===== config.mk =====
export PLATFORM = sky130hd
export DESIGN_NAME = io_interrupt_serial_registers
export DESIGN_NICKNAME = d
export VERILOG_FILES = /design/src/design/iosr_pkg.sv /design/src/design/iosr_hram.sv /design/src/design/io_interrupt_serial_registers.sv
export SDC_FILE = /design/constraint.sdc
export NUM_CORES = 1
export LEC_CHECK = 0
export ABC_AREA = 1
export BUFFER_PORTS_ARGS = -buffer_cell sky130_fd_sc_hd__buf_2
export CORE_ASPECT_RATIO = 2
export CORE_MARGIN = 10
export CORE_UTILIZATION = 32
export DETAILED_ROUTE_END_ITERATION = 8
export REMOVE_ABC_BUFFERS = 1
export SYNTH_ARGS = -nofsm -noshare
export SYNTH_HDL_FRONTEND = slang
export SYNTH_SLANG_ARGS = --single-unit
export TNS_END_PERCENT = 100

===== constraint.sdc =====
create_clock -name clk -period 5.75 [get_ports clk]
set_clock_uncertainty 0.05 [all_clocks]
set_input_delay 0.575 -clock clk [delete_from_list [all_inputs] [get_ports clk]]
set_output_delay 0.575 -clock clk [all_outputs]
set_load 0.005 [all_outputs]

===== src/design/iosr_pkg.sv =====
// Shared types and constants for the I/O interrupt and serial register page.
// Used by iosr_hram, io_interrupt_serial_registers and the testbench; depends on nothing else.
`timescale 1ns / 1ps

package iosr_pkg;

    // Operation codes carried by an input beat.
    typedef enum logic [2:0] {
        OP_READ         = 3'd0,
        OP_WRITE        = 3'd1,
        OP_SERIAL_TICK  = 3'd2,
        OP_IRQ_RAISE    = 3'd3,
        OP_IRQ_CLEAR    = 3'd4,
        OP_SPEED_TOGGLE = 3'd5
    } opcode_t;

    // Configuration register indexes.
    localparam logic CFG_COLOR_HW   = 1'b0;
    localparam logic CFG_COLOR_MODE = 1'b1;

    // Register offsets within the I/O page.
    localparam logic [7:0] ADDR_SERIAL_DATA = 8'h01;
    localparam logic [7:0] ADDR_SERIAL_CTRL = 8'h02;
    localparam logic [7:0] ADDR_IRQ_FLAGS   = 8'h0F;
    localparam logic [7:0] ADDR_EXT_BASE    = 8'h4C;
    localparam logic [7:0] ADDR_SPEED       = 8'h4D;
    localparam logic [7:0] ADDR_BOOT_OFF    = 8'h50;
    localparam logic [7:0] ADDR_INFRARED    = 8'h56;
    localparam logic [7:0] ADDR_RAM_BANK    = 8'h70;
    localparam logic [7:0] ADDR_SCRATCH0    = 8'h72;
    localparam logic [7:0] ADDR_SCRATCH1    = 8'h73;
    localparam logic [7:0] ADDR_SCRATCH2    = 8'h74;
    localparam logic [7:0] ADDR_SCRATCH3    = 8'h75;
    localparam logic [7:0] ADDR_HRAM_BASE   = 8'h80;
    localparam logic [7:0] ADDR_IRQ_ENABLE  = 8'hFF;

    // High RAM geometry.
    localparam int HIGH_RAM_BYTES = 128;
    localparam int HRAM_AW        = $clog2(HIGH_RAM_BYTES);

    // Fixed values: the unmapped byte, the serial bit count and the serial interrupt bit.
    localparam logic [7:0] BYTE_UNMAPPED = 8'hFF;
    localparam logic [3:0] SERIAL_BITS   = 4'd8;
    localparam int         IRQ_SERIAL    = 3;

    // Control of the high RAM for one accepted beat.
    typedef struct packed {
        logic               wr_en;
        logic               rd_en;
        logic [HRAM_AW-1:0] addr;
    } hram_ctrl_t;

endpackage


===== src/design/iosr_hram.sv =====
// High RAM of the I/O page: one write or one read per cycle, registered read data.
// Depends on iosr_pkg.
`timescale 1ns / 1ps

module iosr_hram (
    input  logic                clk,
    input  iosr_pkg::hram_ctrl_t ctrl,
    input  logic [7:0]          wdata,
    output logic [7:0]          rdata
);
    import iosr_pkg::*;

    logic [7:0] mem [HIGH_RAM_BYTES];
    logic [7:0] rdata_reg;

    // Write port; contents are undefined until written.
    always_ff @(posedge clk)
    begin
        if (ctrl.wr_en)
        begin
            mem[ctrl.addr] <= wdata;
        end
    end

    // Read port; the data holds until the next read.
    always_ff @(posedge clk)
    begin
        if (ctrl.rd_en)
        begin
            rdata_reg <= mem[ctrl.addr];
        end
    end

    assign rdata = rdata_reg;

endmodule


===== src/design/io_interrupt_serial_registers.sv =====
// Top level of the I/O interrupt, serial and system register page.
// Depends on iosr_pkg and iosr_hram.
`timescale 1ns / 1ps

// Channel   Handshake              Beat contents
// in        in_valid / in_ready    opcode, reg_offset, write_data, irq_mask
// out       out_valid / out_ready  read_data, pending_irq, high_speed, ram_bank, boot_rom_off
// cfg       cfg_write              cfg_index, cfg_data
//
// Every input beat gives one output beat: on acceptance it enters the operation
// register (high RAM read), then moves on into the result register.
// One beat per cycle is sustained while the output is not stalled; the register
// state is updated as a beat moves from the operation register into the result register.
// A stalled output holds its beat while the operation register still takes one more.
// Reset clears control and register state but sets the bank to one; high RAM is not cleared.

module io_interrupt_serial_registers (
    input  logic       clk,
    input  logic       rst_n,
    input  logic       cfg_write,
    input  logic       cfg_index,
    input  logic       cfg_data,
    input  logic       in_valid,
    output logic       in_ready,
    input  logic [2:0] opcode,
    input  logic [7:0] reg_offset,
    input  logic [7:0] write_data,
    input  logic [4:0] irq_mask,
    output logic       out_valid,
    input  logic       out_ready,
    output logic [7:0] read_data,
    output logic [4:0] pending_irq,
    output logic       high_speed,
    output logic [2:0] ram_bank,
    output logic       boot_rom_off
);
    import iosr_pkg::*;

    // Configuration.
    logic color_hw_reg;
    logic color_mode_reg;

    // Operation register.
    logic       op_valid_reg;
    logic [2:0] op_code_reg;
    logic [7:0] op_addr_reg;
    logic [7:0] op_data_reg;
    logic [4:0] op_mask_reg;

    // Architectural register state.
    logic [7:0] irq_enable_reg,  irq_enable_next;
    logic [4:0] irq_flags_reg,   irq_flags_next;
    logic [7:0] serial_data_reg, serial_data_next;
    logic       sc_start_reg,    sc_start_next;
    logic       sc_fast_reg,     sc_fast_next;
    logic       sc_clock_reg,    sc_clock_next;
    logic [3:0] bits_left_reg,   bits_left_next;
    logic       speed_fast_reg,  speed_fast_next;
    logic       speed_req_reg,   speed_req_next;
    logic [2:0] bank_reg,        bank_next;
    logic       boot_off_reg,    boot_off_next;
    logic [2:0] infrared_reg,    infrared_next;
    logic [7:0] scratch0_reg,    scratch0_next;
    logic [7:0] scratch1_reg,    scratch1_next;
    logic [7:0] scratch2_reg,    scratch2_next;
    logic [2:0] scratch3_reg,    scratch3_next;

    // Result register.
    logic       out_valid_reg;
    logic [7:0] read_data_reg,   read_data_next;
    logic [4:0] pending_reg,     pending_next;
    logic [2:0] ram_bank_reg,    ram_bank_next;

    logic       in_fire;
    logic       op_fire;
    logic [7:0] hram_rdata;
    logic [4:0] irq_active;
    logic [3:0] bits_left_dec;
    hram_ctrl_t hram_ctrl;

    // Handshake: the operation register moves on when the result register is free.
    assign op_fire  = op_valid_reg && (!out_valid_reg || out_ready);
    assign in_ready = !op_valid_reg || op_fire;
    assign in_fire  = in_valid && in_ready;

    // Configuration writes.
    always_ff @(posedge clk or negedge rst_n)
    begin
        if (!rst_n)
        begin
            color_hw_reg   <= 1'b0;
            color_mode_reg <= 1'b0;
        end
        else if (cfg_write)
        begin
            unique case (cfg_index)
                CFG_COLOR_HW:   color_hw_reg   <= cfg_data;
                CFG_COLOR_MODE: color_mode_reg <= cfg_data;
                default: ;
            endcase
        end
    end

    // High RAM is touched only at acceptance, so accesses keep beat order.
    always_comb
    begin
        hram_ctrl.addr  = reg_offset[HRAM_AW-1:0];
        hram_ctrl.wr_en = in_fire && (opcode == OP_WRITE) && (reg_offset >= ADDR_HRAM_BASE)
                          && (reg_offset != ADDR_IRQ_ENABLE);
        hram_ctrl.rd_en = in_fire && (opcode == OP_READ);
    end

    iosr_hram u_hram (
        .clk   (clk),
        .ctrl  (hram_ctrl),
        .wdata (write_data),
        .rdata (hram_rdata)
    );

    // Operation register.
    always_ff @(posedge clk or negedge rst_n)
    begin
        if (!rst_n)
        begin
            op_valid_reg <= 1'b0;
        end
        else if (in_ready)
        begin
            op_valid_reg <= in_valid;
        end
    end

    always_ff @(posedge clk)
    begin
        if (in_fire)
        begin
            op_code_reg <= opcode;
            op_addr_reg <= reg_offset;
            op_data_reg <= write_data;
            op_mask_reg <= irq_mask;
        end
    end

    assign bits_left_dec = bits_left_reg - 4'd1;

    // Next register state for the beat in the operation register.
    always_comb
    begin
        irq_enable_next  = irq_enable_reg;
        irq_flags_next   = irq_flags_reg;
        serial_data_next = serial_data_reg;
        sc_start_next    = sc_start_reg;
        sc_fast_next     = sc_fast_reg;
        sc_clock_next    = sc_clock_reg;
        bits_left_next   = bits_left_reg;
        speed_fast_next  = speed_fast_reg;
        speed_req_next   = speed_req_reg;
        bank_next        = bank_reg;
        boot_off_next    = boot_off_reg;
        infrared_next    = infrared_reg;
        scratch0_next    = scratch0_reg;
        scratch1_next    = scratch1_reg;
        scratch2_next    = scratch2_reg;
        scratch3_next    = scratch3_reg;

        unique case (opcode_t'(op_code_reg))
            OP_WRITE:
            begin
                if (op_addr_reg == ADDR_IRQ_ENABLE)
                begin
                    irq_enable_next = op_data_reg;
                end
                else if (op_addr_reg >= ADDR_HRAM_BASE)
                begin
                    // High RAM write was done at acceptance.
                end
                else if (op_addr_reg >= ADDR_EXT_BASE)
                begin
                    if (op_addr_reg == ADDR_BOOT_OFF)
                    begin
                        if (op_data_reg[0])
                        begin
                            boot_off_next = 1'b1;
                        end
                    end
                    else if (color_hw_reg)
                    begin
                        case (op_addr_reg)
                            ADDR_SPEED:
                            begin
                                if (color_mode_reg)
                                begin
                                    speed_req_next = op_data_reg[0];
                                end
                            end
                            ADDR_INFRARED:
                            begin
                                if (color_mode_reg)
                                begin
                                    infrared_next = {op_data_reg[7:6], op_data_reg[0]};
                                end
                            end
                            ADDR_RAM_BANK:
                            begin
                                if (color_mode_reg)
                                begin
                                    bank_next = op_data_reg[2:0];
                                end
                            end
                            ADDR_SCRATCH0: scratch0_next = op_data_reg;
                            ADDR_SCRATCH1: scratch1_next = op_data_reg;
                            ADDR_SCRATCH2:
                            begin
                                if (color_mode_reg)
                                begin
                                    scratch2_next = op_data_reg;
                                end
                            end
                            ADDR_SCRATCH3: scratch3_next = op_data_reg[6:4];
                            default: ;
                        endcase
                    end
                end
                else
                begin
                    case (op_addr_reg)
                        ADDR_SERIAL_DATA: serial_data_next = op_data_reg;
                        ADDR_SERIAL_CTRL:
                        begin
                            sc_start_next  = op_data_reg[7];
                            sc_fast_next   = op_data_reg[1] && color_hw_reg;
                            sc_clock_next  = op_data_reg[0];
                            bits_left_next = (op_data_reg[7] && op_data_reg[0]) ?
                                             SERIAL_BITS : 4'd0;
                        end
                        ADDR_IRQ_FLAGS: irq_flags_next = op_data_reg[4:0];
                        default: ;
                    endcase
                end
            end
            OP_SERIAL_TICK:
            begin
                // Shift in a one; the last bit ends the transfer and flags it.
                if (bits_left_reg != 4'd0)
                begin
                    serial_data_next = {serial_data_reg[6:0], 1'b1};
                    bits_left_next   = bits_left_dec;
                    if (bits_left_dec == 4'd0)
                    begin
                        sc_start_next              = 1'b0;
                        irq_flags_next[IRQ_SERIAL] = 1'b1;
                    end
                end
            end
            OP_IRQ_RAISE: irq_flags_next = irq_flags_reg | op_mask_reg;
            OP_IRQ_CLEAR: irq_flags_next = irq_flags_reg & ~op_mask_reg;
            OP_SPEED_TOGGLE:
            begin
                speed_req_next  = 1'b0;
                speed_fast_next = !speed_fast_reg;
            end
            default: ;
        endcase
    end

    // Read byte for the beat in the operation register, from the state before it.
    always_comb
    begin
        read_data_next = 8'h00;
        if (op_code_reg == OP_READ)
        begin
            read_data_next = BYTE_UNMAPPED;
            if (op_addr_reg == ADDR_IRQ_ENABLE)
            begin
                read_data_next = irq_enable_reg;
            end
            else if (op_addr_reg >= ADDR_HRAM_BASE)
            begin
                read_data_next = hram_rdata;
            end
            else if (op_addr_reg >= ADDR_EXT_BASE)
            begin
                if (color_hw_reg)
                begin
                    case (op_addr_reg)
                        ADDR_SPEED:
                        begin
                            if (color_mode_reg)
                            begin
                                read_data_next = {speed_fast_reg, 6'h3F, speed_req_reg};
                            end
                        end
                        ADDR_INFRARED:
                            read_data_next = {infrared_reg[2:1], 5'h1F, infrared_reg[0]};
                        ADDR_RAM_BANK:
                        begin
                            if (color_mode_reg)
                            begin
                                read_data_next = {5'h1F, bank_reg};
                            end
                        end
                        ADDR_SCRATCH0: read_data_next = scratch0_reg;
                        ADDR_SCRATCH1: read_data_next = scratch1_reg;
                        ADDR_SCRATCH2:
                        begin
                            if (color_mode_reg)
                            begin
                                read_data_next = scratch2_reg;
                            end
                        end
                        ADDR_SCRATCH3: read_data_next = {1'b1, scratch3_reg, 4'hF};
                        default: ;
                    endcase
                end
            end
            else
            begin
                case (op_addr_reg)
                    ADDR_SERIAL_DATA: read_data_next = serial_data_reg;
                    ADDR_SERIAL_CTRL:
                        read_data_next = {sc_start_reg, 5'h1F, sc_fast_reg || !color_hw_reg,
                                          sc_clock_reg};
                    ADDR_IRQ_FLAGS: read_data_next = {3'b111, irq_flags_reg};
                    default: ;
                endcase
            end
        end
    end

    // Pending interrupt: lowest set bit of the enabled flags, after the update.
    assign irq_active   = irq_flags_next & irq_enable_next[4:0];
    assign pending_next = irq_active & (~irq_active + 5'd1);

    // Effective bank: bank zero selects bank one, and only color mode banks.
    assign ram_bank_next = (color_mode_reg && (bank_next != 3'd0)) ? bank_next : 3'd1;

    // Register state commits as the beat leaves the operation register.
    always_ff @(posedge clk or negedge rst_n)
    begin
        if (!rst_n)
        begin
            irq_enable_reg  <= 8'h00;
            irq_flags_reg   <= 5'h00;
            serial_data_reg <= 8'h00;
            sc_start_reg    <= 1'b0;
            sc_fast_reg     <= 1'b0;
            sc_clock_reg    <= 1'b0;
            bits_left_reg   <= 4'd0;
            speed_fast_reg  <= 1'b0;
            speed_req_reg   <= 1'b0;
            bank_reg        <= 3'd1;
            boot_off_reg    <= 1'b0;
            infrared_reg    <= 3'd0;
            scratch0_reg    <= 8'h00;
            scratch1_reg    <= 8'h00;
            scratch2_reg    <= 8'h00;
            scratch3_reg    <= 3'd0;
        end
        else if (op_fire)
        begin
            irq_enable_reg  <= irq_enable_next;
            irq_flags_reg   <= irq_flags_next;
            serial_data_reg <= serial_data_next;
            sc_start_reg    <= sc_start_next;
            sc_fast_reg     <= sc_fast_next;
            sc_clock_reg    <= sc_clock_next;
            bits_left_reg   <= bits_left_next;
            speed_fast_reg  <= speed_fast_next;
            speed_req_reg   <= speed_req_next;
            bank_reg        <= bank_next;
            boot_off_reg    <= boot_off_next;
            infrared_reg    <= infrared_next;
            scratch0_reg    <= scratch0_next;
            scratch1_reg    <= scratch1_next;
            scratch2_reg    <= scratch2_next;
            scratch3_reg    <= scratch3_next;
        end
    end

    // Result register.
    always_ff @(posedge clk or negedge rst_n)
    begin
        if (!rst_n)
        begin
            out_valid_reg <= 1'b0;
        end
        else if (!out_valid_reg || out_ready)
        begin
            out_valid_reg <= op_valid_reg;
        end
    end

    always_ff @(posedge clk)
    begin
        if (op_fire)
        begin
            read_data_reg <= read_data_next;
            pending_reg   <= pending_next;
            ram_bank_reg  <= ram_bank_next;
        end
    end

    assign out_valid    = out_valid_reg;
    assign read_data    = read_data_reg;
    assign pending_irq  = pending_reg;
    assign high_speed   = speed_fast_reg;
    assign ram_bank     = ram_bank_reg;
    assign boot_rom_off = boot_off_reg;

endmodule


Word-level counts from Yosys, hierarchy flattened

Memory sizes are Yosys's and may differ from the RTL's. A register that Yosys moved wholly into a read port is not among the register bits.
Cells that the tools add are included.

Flip-flop bits (word level): 108
Logic and storage cells: 172
Output and inout bits: 20
Input bits: 31
Memories kept: 1
RAM bits: 1024

Magnitude comparators: 3
Equality and inequality tests: 31
Bitwise operators: 11
Reduce and logical (&&, ||, !) cells: 38
$add $sub $neg: 2
Mux-type cells: 58

Memories:

| name       | words | width | rd ports | clocked after memory_dff | write ports | RTL line        | source |
|---|---|---|---|---|---|---|---|
| u_hram.mem | 128   | 8     | 1        | 1                        | 1           | iosr_hram.sv:13 | `logic [7:0] mem [HIGH_RAM_BYTES];` |

Operator list:

| cell                                                                                 | number |
|---|---|
| 8-bit 2-to-1 mux                                                                     | 11 |
| 8-bit by 7-bit == test with 1-bit output (second input constant)                     | 8 |
| 8-bit case mux with 7 select lines                                                   | 1 |
| 8-bit AND reduction                                                                  | 4 |
| 5-bit 2-to-1 mux                                                                     | 6 |
| 3-bit 2-to-1 mux                                                                     | 9 |
| 9-bit AND reduction                                                                  | 3 |
| 4-bit 2-to-1 mux                                                                     | 6 |
| 2-bit != test (second input constant)                                                | 12 |
| 8-bit case mux with 3 select lines                                                   | 1 |
| 7-bit AND reduction                                                                  | 3 |
| 1-bit 2-to-1 mux                                                                     | 17 |
| 8-bit greater-or-equal comparator (second input constant)                            | 2 |
| 8-bit case mux with 2 select lines                                                   | 1 |
| 5-bit bitwise AND                                                                    | 3 |
| 5-bit inverter                                                                       | 2 |
| 1-bit logical AND                                                                    | 9 |
| 3-bit case mux with 3 select lines                                                   | 1 |
| 8-bit by 1-bit == test with 1-bit output (second input constant)                     | 1 |
| 8-bit by 2-bit == test with 1-bit output (second input constant)                     | 1 |
| 8-bit by 4-bit == test with 1-bit output (second input constant)                     | 1 |
| 8-bit == test (second input constant)                                                | 1 |
| 8-bit by 7-bit greater-or-equal comparator with 1-bit output (second input constant) | 1 |
| 8-bit != test (second input constant)                                                | 1 |
| other kinds (21)                                                                     | 38 |

Longest topological paths before layout

Gate-level depths: netlist (run 1).

Depth after elaboration: 10
Depth in mapped cells: 16
Mapped depth without buffers: 13

Modules after synthesis

From an unflattened synthesis (run 1), not the netlist that was laid out.

Cells, all modules: 5105
Area, all modules: 49622.6 sq um

Modules (own cells, without submodules):

| module                        | cells each | instances | area each (sq um) | sequential area each (sq um) |
|---|---|---|---|---|
| iosr_hram                     | 4401       | 1         | 43987.2           | 30989.7 |
| io_interrupt_serial_registers | 704        | 1         | 5635.4            | 2904.0 |

Worst setup path before layout (run 1)

Ideal clock, no wire load.

Path type: input to register
Start: input port reg_offset[0]
End: memory u_hram.mem[26][0], enable pin
Path buffers: 4
Slack: 3.193 ns
Stages: 9
Arrival time: 2.137 ns
Data required time: 5.330 ns
Library setup time: 0.370 ns
Path through: buf_2 -> clkinv_1 -> buf_2 -> nand3_1 -> inv_1 -> clkbuf_1 -> nand2_1 -> buf_2 -> nor2_1

Cells in the longest elaborated chain, start to end: 5
Elaborated cells on any way between the ends: 6
Those cells by class: order compare (1); eq/ne (1); mux (2); reduce/logical (2)

RTL lines:

| item                                   | RTL line                             | source |
|---|---|---|
| from (decl)                            | io_interrupt_serial_registers.sv:26  | `input logic [7:0] reg_offset,` |
| 8-bit greater-or-equal comparator      | io_interrupt_serial_registers.sv:108 | `hram_ctrl.wr_en = in_fire && (opcode == OP_WRITE) && (reg_offset >= ADDR_HRAM_BASE)` |
| 1-bit logical AND                      | io_interrupt_serial_registers.sv:108 |  |
| 1-bit logical AND                      | io_interrupt_serial_registers.sv:109 | `&& (reg_offset != ADDR_IRQ_ENABLE);` |
| 1-bit 2-to-1 mux                       | iosr_hram.sv:19                      | `if (ctrl.wr_en)` |
| 1-bit 2-to-1 mux (implied by the code) | iosr_hram.sv:21                      | `mem[ctrl.addr] <= wdata;` |
| to (decl)                              | iosr_hram.sv:13                      |  |

Several ways; a longest one is shown, not always the timed one.

Worst setup path after layout (run 1)

Start: input port opcode[2]
End: memory u_hram.mem[89][6], enable pin

Cells in the longest elaborated chain, start to end: 6

RTL lines:

| item                                     | RTL line                             | source |
|---|---|---|
| from (decl)                              | io_interrupt_serial_registers.sv:25  | `input logic [2:0] opcode,` |
| 3-bit by 1-bit == test with 1-bit output | io_interrupt_serial_registers.sv:108 |  |
| 1-bit logical AND (2 in a row)           | io_interrupt_serial_registers.sv:108 |  |
| 1-bit logical AND                        | io_interrupt_serial_registers.sv:109 |  |
| 1-bit 2-to-1 mux                         | iosr_hram.sv:19                      |  |
| 1-bit 2-to-1 mux (implied by the code)   | iosr_hram.sv:21                      |  |

Every way passes these cells.

==> impl_metrics.py, run 1 <==
metrics = {
    "outcome": {
        "status": "finished clean",
    },
    "synthesis": {
        "synth.largest_area_cell": "sky130_fd_sc_hd__edfxtp_1",
        "count_of_state_elements_after_synthesis": 1140,
        "async_reset_ff_share_pct": 5.96,
        "yosysUniqueCellTypes": 39,
        "synth_ff_type": "sky130_fd_sc_hd__edfxtp_1",
        "synth-seq-area-share_pct": 69.8,
        "syn_area_per_cell_um2": 9.98,
        "synthDominantCellAreaShare_pct": 66.3,
        "synthCells": 4864,
        "synth_enable_flop_cells": 1072,
        "warning_count_from_the_yosys_run": 0,
        "synth_area_leaders": "sky130_fd_sc_hd__edfxtp_1 (66%), sky130_fd_sc_hd__nand2_1 (21%), sky130_fd_sc_hd__dfrtp_1 (3.5%)",
        "synthesized_cell_area_um2": 48500,
    },
    "worst_setup_path": {
        "critPathMaxFanout": 8,
        "crit_buf_inv": 4,
        "endpoint_kind_of_the_worst_setup_timing_path": "flip-flop",
        "crit_path_start_kind": "primary input",
        "critPathKind": "in -> reg",
        "arrival_ns": 3.90,
        "cp_data_required_time_ns": 6.02,
        "cpLargestDelayFamily": "simple AND/OR/NAND/NOR gates",
        "crit_path_max_incr_delay_ns": 0.61,
        "crit_path_cell_chain": "dlygate4sd3_1 > buf_2 > or2_2 > a2111oi_4 > nand2_1 > buf_4 > buf_4 > nor2_1",
        "slowest_stage": "sky130_fd_sc_hd__nand2_1",
        "crit_top_cell": "sky130_fd_sc_hd__buf_4",
    },
    "place": {
        "placement.cell_area_um2": 51000,
        "routability_congestion": 1.07,
        "dp_slack_ns": 1.57,
        "dp_hpwl_mm": 97.8,
        "io_buffer_count": 50,
    },
    "floorplan": {
        "placeableCoreArea_um2": 151000,
        "dieArea_um2": 169000,
        "floorplan.initialDensity_pct": 32.1,
        "io_pins": 51,
        "dieHeight_um": 571,
        "fp-row-count": 202,
        "chipWidth_um": 295,
    },
    "layout": {
        "largest_register_ff_count": 1024,
        "filler_cell_count": 15000,
        "finish.net_count": 4904,
        "drive_above_1_share_pct": 5.64,
        "largest_register": "u_hram.mem",
        "final_area_um2": 54200,
        "area_growth_syn_to_layout_pct": 11.6,
    },
    "global_routing": {
        "wire_length_of_the_first_global_routing_pass_mm": 218,
        "antenna_found_initial": 3,
        "grt_pass1_vias": 33600,
        "grt-ovfl-total": 0,
        "grt_max_degree": 135,
        "globalRouteTotalUtil_pct": 17.4,
    },
    "sta": {
        "maxSlewViolCount": 0,
        "post-route-worst-setup-slack_ns": 2.12,
        "finalCriticalPeriod_ns": 3.63,
        "period_utilisation_layout_pct": 63.2,
        "fin_hold_ws_ns": 0.0328,
        "final_setup_violation_count": 0,
        "worst_tran_pin_value_ns": 1.19,
        "fmax_mhz": 275,
        "setup_repair_after_global_routing_missed_its_margin": "no",
        "hold_viol_final": 0,
        "relSlewSlack_pct": 20.4,
    },
    "route": {
        "dr_total_vias": 33600,
        "drcViolationCount": 0,
        "drt-wirelength-per-cell_um": 21.8,
        "antenna_violating_nets_post_route": 0,
        "drt_pre_antenna_iters": 8,
        "initialDrtViolationCount": 2570,
        "avgViaCountPerCell": 4.88,
        "drt-total-wl_mm": 150,
    },
    "worst_hold_path": {
        "hold_path_class": "in -> reg",
    },
    "power_and_ir_drop": {
        "power.total_mw": 17.2,
        "power.leakage_nw": 21.7,
        "power.density_nw_per_um2": 317,
        "vdd.ir_drop.worst_uv": 206,
    },
    "clock_network": {
        "clockBufferDepth": 3,
        "cts-resized-gates": 0,
        "cts.sink_count": 1140,
        "clk_pin_slew_worst_paths_ns": 0.07,
        "cts-htree-levels": 3,
        "root_buffer": "sky130_fd_sc_hd__clkbuf_16",
        "cts_tree": "built",
        "cts_buffers": 93,
        "clkLatencyLatePin_ns": 0.69,
    },
    "job": {
        "drv_cap": 0,
    },
}
layout by cell type (no fill, tap or decap), drive strengths merged, types with 2 or more instances in the layout:
master and instances:
clkbuf 107, a31oi 3, nor3 13, dlygate4sd3 6, o22ai 2, clkinv 44, inv 129, buf 111
a22oi 2, a21oi 103, xor2 3, bufinv 12, dfrtp 67, nor2 288, nand3 55, or2 4
o21bai 2, clkinvlp 9, ha 2, nand2 2754, o211ai 3, nand4 14, conb 8, edfxtp 1072
o21ai 129
cell type report:
class	instances	area (um^2)	share of cell area, %
antenna	1	2.50	0.00462
clock buffer	106	2440	4.50
clock inverter	67	696	1.28
inverter	127	494	0.912
multi-input combinational	3391	13300	24.6
sequential	1140	33900	62.6
tap	1938	2420	4.48
timing repair buffer	118	905	1.67
power by group:
group,switching [mW],internal [mW],leakage (nW)
combinational,0.971,0.293,9.69
clock,3.05,3.62,1.52
sequential,0.0773,9.18,10.5
worst paths after layout:
path | slack (ns) | depth (start not counted) | endpoint | from
worst max register to register | 2.19 | 7 | u_hram.mem[89][6] | op_valid_reg
worst min-delay path | 0.03 | 1 | op_code_reg[1] | opcode[1]
min in group asynchronous | 0.18 | 2 | scratch1_reg[6] | rst_n
worst max-delay path | 2.12 | 8 | u_hram.mem[89][6] | opcode[2]
max in group asynchronous | 4.33 | 3 | irq_flags_reg[3] | rst_n
worst min register to register | 0.42 | 1 | boot_rom_off | boot_rom_off
per-layer routing:
layer	routed length [um]	track usage, %
met1	48100	16.5
met2	79500	32.4
met3	7090	1.88
met4	15300	15.9
met5	0	0
synthesized netlist by cell type, types with 14 or more instances:
cell type / n
sky130_fd_sc_hd__a21oi_1: 103
sky130_fd_sc_hd__inv_1: 120
sky130_fd_sc_hd__edfxtp_1: 1072
sky130_fd_sc_hd__buf_2: 68
sky130_fd_sc_hd__nand3_1: 54
sky130_fd_sc_hd__o21ai_0: 129
sky130_fd_sc_hd__buf_1: 50
sky130_fd_sc_hd__clkbuf_1: 94
sky130_fd_sc_hd__nand4_1: 14
sky130_fd_sc_hd__nor2_1: 285
sky130_fd_sc_hd__dfrtp_1: 67
sky130_fd_sc_hd__nand2_1: 2753
metrics by stage:
stage	util (%)	cells	TNS, ns
6_report	35.8	6888	0
5_1_grt	35.8	6888	0
4_1_cts	35.8	6887	0
3_5_place_dp	33.7	6708	0
3_3_place_gp	33.7	6708	0
2_1_floorplan	-	4658	-1736.99
what timing repair did:
item	in CTS	in global routing
hold endpoints to repair	11	0
hold buffers	6	0
setup buffers	0	0
cell families (layout without fill, tap and decap cells):
family | Yosys count | count (layout) | synth area share, %
XOR/XNOR | 3 | 3 | 0.0541
buffers and inverters | 340 | 418 | 2.82
other | 1 | 9 | 0.00773
AO/OA/AOI/OAI | 248 | 248 | 2.67
AND/OR/NAND/NOR | 3129 | 3129 | 24.5
multiplexers | 1 | 1 | 0.0232
flip-flops | 1140 | 1140 | 69.8
adder cells (fa/ha/maj) | 2 | 2 | 0.0515
No activity file was read; power rests on OpenSTA's default activity.
==> run 2, diff against run 1 <==
==> constraint.sdc (replaced) <==
create_clock -name clk -period 3.5 [get_ports clk]
set_clock_uncertainty 0.05 [all_clocks]
set_input_delay 0.35 -clock clk [delete_from_list [all_inputs] [get_ports clk]]
set_output_delay 0.35 -clock clk [all_outputs]
set_load 0.005 [all_outputs]
==> run 2 against run 1 <==
Flip-flop and latch count stayed put. Sequential share of layout area decreased by 2.0 points. First-iteration DRC count up 8.1%. Cell count is 3.2% higher. Total power increased by 64%. Combinational power is 75% higher. Largest power group unchanged. Highest routed layer is now met5. Largest cell class unchanged. Clock power rose by 60%. Sequential power grew 64%. Die area unchanged.
==> impl_metrics.py, run 2 (synthesized netlist as in run 1, its figures left out) <==
metrics = {
    "clock_network": {
        "post_cts_buffers": 0,
        "cts_buffers": 92,
        "cts_tree": "built",
        "cts-htree-levels": 3,
        "root_buffer": "sky130_fd_sc_hd__clkbuf_16",
        "clkLatencyLatePin_ns": 0.70,
        "clockBufferDepth": 3,
        "cts.hold.buffers_added": 20,
        "clk_pin_slew_worst_paths_ns": 0.07,
        "cts.sink_count": 1140,
        "cts-resized-gates": 0,
    },
    "worst_hold_path": {
        "hold_path_class": "in -> async",
    },
    "layout": {
        "layout.cells.most_common": "sky130_fd_sc_hd__nand2_1",
        "final_cells": 7105,
        "drive_above_1_share_pct": 9.25,
        "area_growth_syn_to_layout_pct": 15.4,
        "largest_register": "u_hram.mem",
        "largest_register_ff_count": 1024,
        "finish.net_count": 5121,
        "mostFrequentLayoutCells": "sky130_fd_sc_hd__nand2_1 (2,753), sky130_fd_sc_hd__edfxtp_1 (1,072), sky130_fd_sc_hd__nor2_1 (283)",
        "filler_cell_count": 14900,
        "postLayoutCoreUtil_pct": 37.1,
    },
    "floorplan": {
        "fp-row-count": 202,
        "placeableCoreArea_um2": 151000,
        "io_pins": 51,
        "dieArea_um2": 169000,
        "floorplan.initialDensity_pct": 32.1,
        "dieHeight_um": 571,
        "chipWidth_um": 295,
    },
    "sta": {
        "fin_hold_ws_ns": 0.0753,
        "maxSlewViolCount": 0,
        "period_utilisation_layout_pct": 84.7,
        "worst_tran_pin_value_ns": 0.995,
        "relSlewSlack_pct": 33.7,
        "setup_repair_after_global_routing_missed_its_margin": "no",
        "timing.setup.tns_ns": 0,
        "fmax_mhz": 337,
        "final_setup_violation_count": 0,
        "post-route-worst-setup-slack_ns": 0.537,
        "finalCriticalPeriod_ns": 2.96,
        "hold_viol_final": 0,
    },
    "place": {
        "io_buffer_count": 50,
        "dp_hpwl_mm": 105,
        "routability_congestion": 1.08,
        "place_inst": 6912,
        "dp_slack_ns": 0.244,
    },
    "worst_setup_path": {
        "critPathMaxFanout": 11,
        "crit_path_start_kind": "flip-flop",
        "critPathKind": "reg -> reg",
        "cp_data_required_time_ns": 3.84,
        "rr_startpoint": "op_valid_reg",
        "endpoint_kind_of_the_worst_setup_timing_path": "flip-flop",
        "crit_path_cell_chain": "nand3_1 > nand2_1 > a2111oi_4 > nand2_1 > buf_4 > nor2_1 > buf_4",
        "crit_path_max_incr_delay_ns": 0.58,
        "worst_setup_path_startpoint": "op_valid_reg",
        "arrival_ns": 3.30,
        "slowest_stage": "sky130_fd_sc_hd__a2111oi_4",
    },
    "route": {
        "antenna_violating_nets_post_route": 0,
        "drt_pre_antenna_iters": 6,
        "avgViaCountPerCell": 4.87,
        "initialDrtViolationCount": 2779,
        "drcViolationCount": 0,
        "dr_total_vias": 34600,
        "drt-total-wl_mm": 154,
        "drt-wirelength-per-cell_um": 21.7,
    },
    "power_and_ir_drop": {
        "power.leakage_nw": 22.9,
        "vdd.ir_drop.worst_uv": 366,
        "power.density_nw_per_um2": 502,
    },
    "global_routing": {
        "grt_max_degree": 80,
        "globalRouteTotalUtil_pct": 18.0,
        "antenna_found_initial": 5,
        "grt-ovfl-total": 0,
        "grt_pass1_vias": 34700,
        "wire_length_of_the_first_global_routing_pass_mm": 224,
    },
    "outcome": {
        "status": "finished clean",
    },
    "job": {
        "drv_cap": 0,
    },
}
==> run 2: cell count changes in the layout (fill, tap and decap cells not counted), moves of 3 or more <==
cell | previous run | this run
sky130_fd_sc_hd__clkbuf_16 | 96 | 93
sky130_fd_sc_hd__buf_4 | 64 | 249
sky130_fd_sc_hd__clkinvlp_4 | 9 | 5
sky130_fd_sc_hd__dlygate4sd3_1 | 6 | 20
sky130_fd_sc_hd__clkinv_2 | 16 | 22
sky130_fd_sc_hd__inv_6 | 6 | 3
sky130_fd_sc_hd__buf_12 | 7 | 26
sky130_fd_sc_hd__clkinv_4 | 5 | 1
==> run 2: cell type report <==
class | instances | area (um^2) | area share [%]
diodes | 2 | 5.00 | 0.00894
flip-flops and latches | 1140 | 33900 | 60.5
clock buffers | 106 | 2390 | 4.26
well taps | 1938 | 2420 | 4.33
clock inverters | 65 | 677 | 1.21
multi-input cells | 3391 | 13300 | 23.8
repair buffers | 336 | 2810 | 5.02
inverters | 127 | 494 | 0.882
==> run 2: power by group <==
part           switching, mW  leakage (nW)  total, mW  internal (mW)
combinational           1.62          10.9       2.20          0.574
sequential             0.126          10.5       15.2           15.1
clock                   4.95          1.50       10.7           5.77
==> run 2: critical path: cells and delay by family (launching register included) <==
| kind | cells | cell delay, ns |
|---|---|---|
| buffers and inverters | 2 | 0.54 |
| AO/OA/AOI/OAI | 1 | 0.58 |
| flip-flops | 1 | 0.40 |
| AND/OR/NAND/NOR | 4 | 1.06 |
==> run 2: stage by stage <==
step	total power [mW]	area, um^2
floorplan	16.5	47700
global placement	17.6	52700
detailed placement	17.7	52700
CTS	28.3	56000
global route	29.0	56000
finish	28.1	56000
==> run 2: final timing paths <==
check                      slack [ns]  depth (start not counted)                 end
min in group clk                 0.10                          1  u_hram.mem[121][2]
max reg2reg                      0.54                          7   u_hram.mem[92][7]
min                              0.08                          2        op_valid_reg
min reg2reg                      0.42                          1        boot_rom_off
max                              0.54                          7   u_hram.mem[92][7]
max in group asynchronous        2.46                          3    bits_left_reg[3]
==> run 2: layer usage <==
layer | vias to the layer above | track usage (%) | wire length [um]
met4 | 2 | 15.2 | 14700
met5 | - | 0 | 13
met3 | 423 | 2.13 | 7190
li1 | 16300 | - | -
met1 | 16700 | 16.8 | 49200
met2 | 1146 | 34.1 | 83000
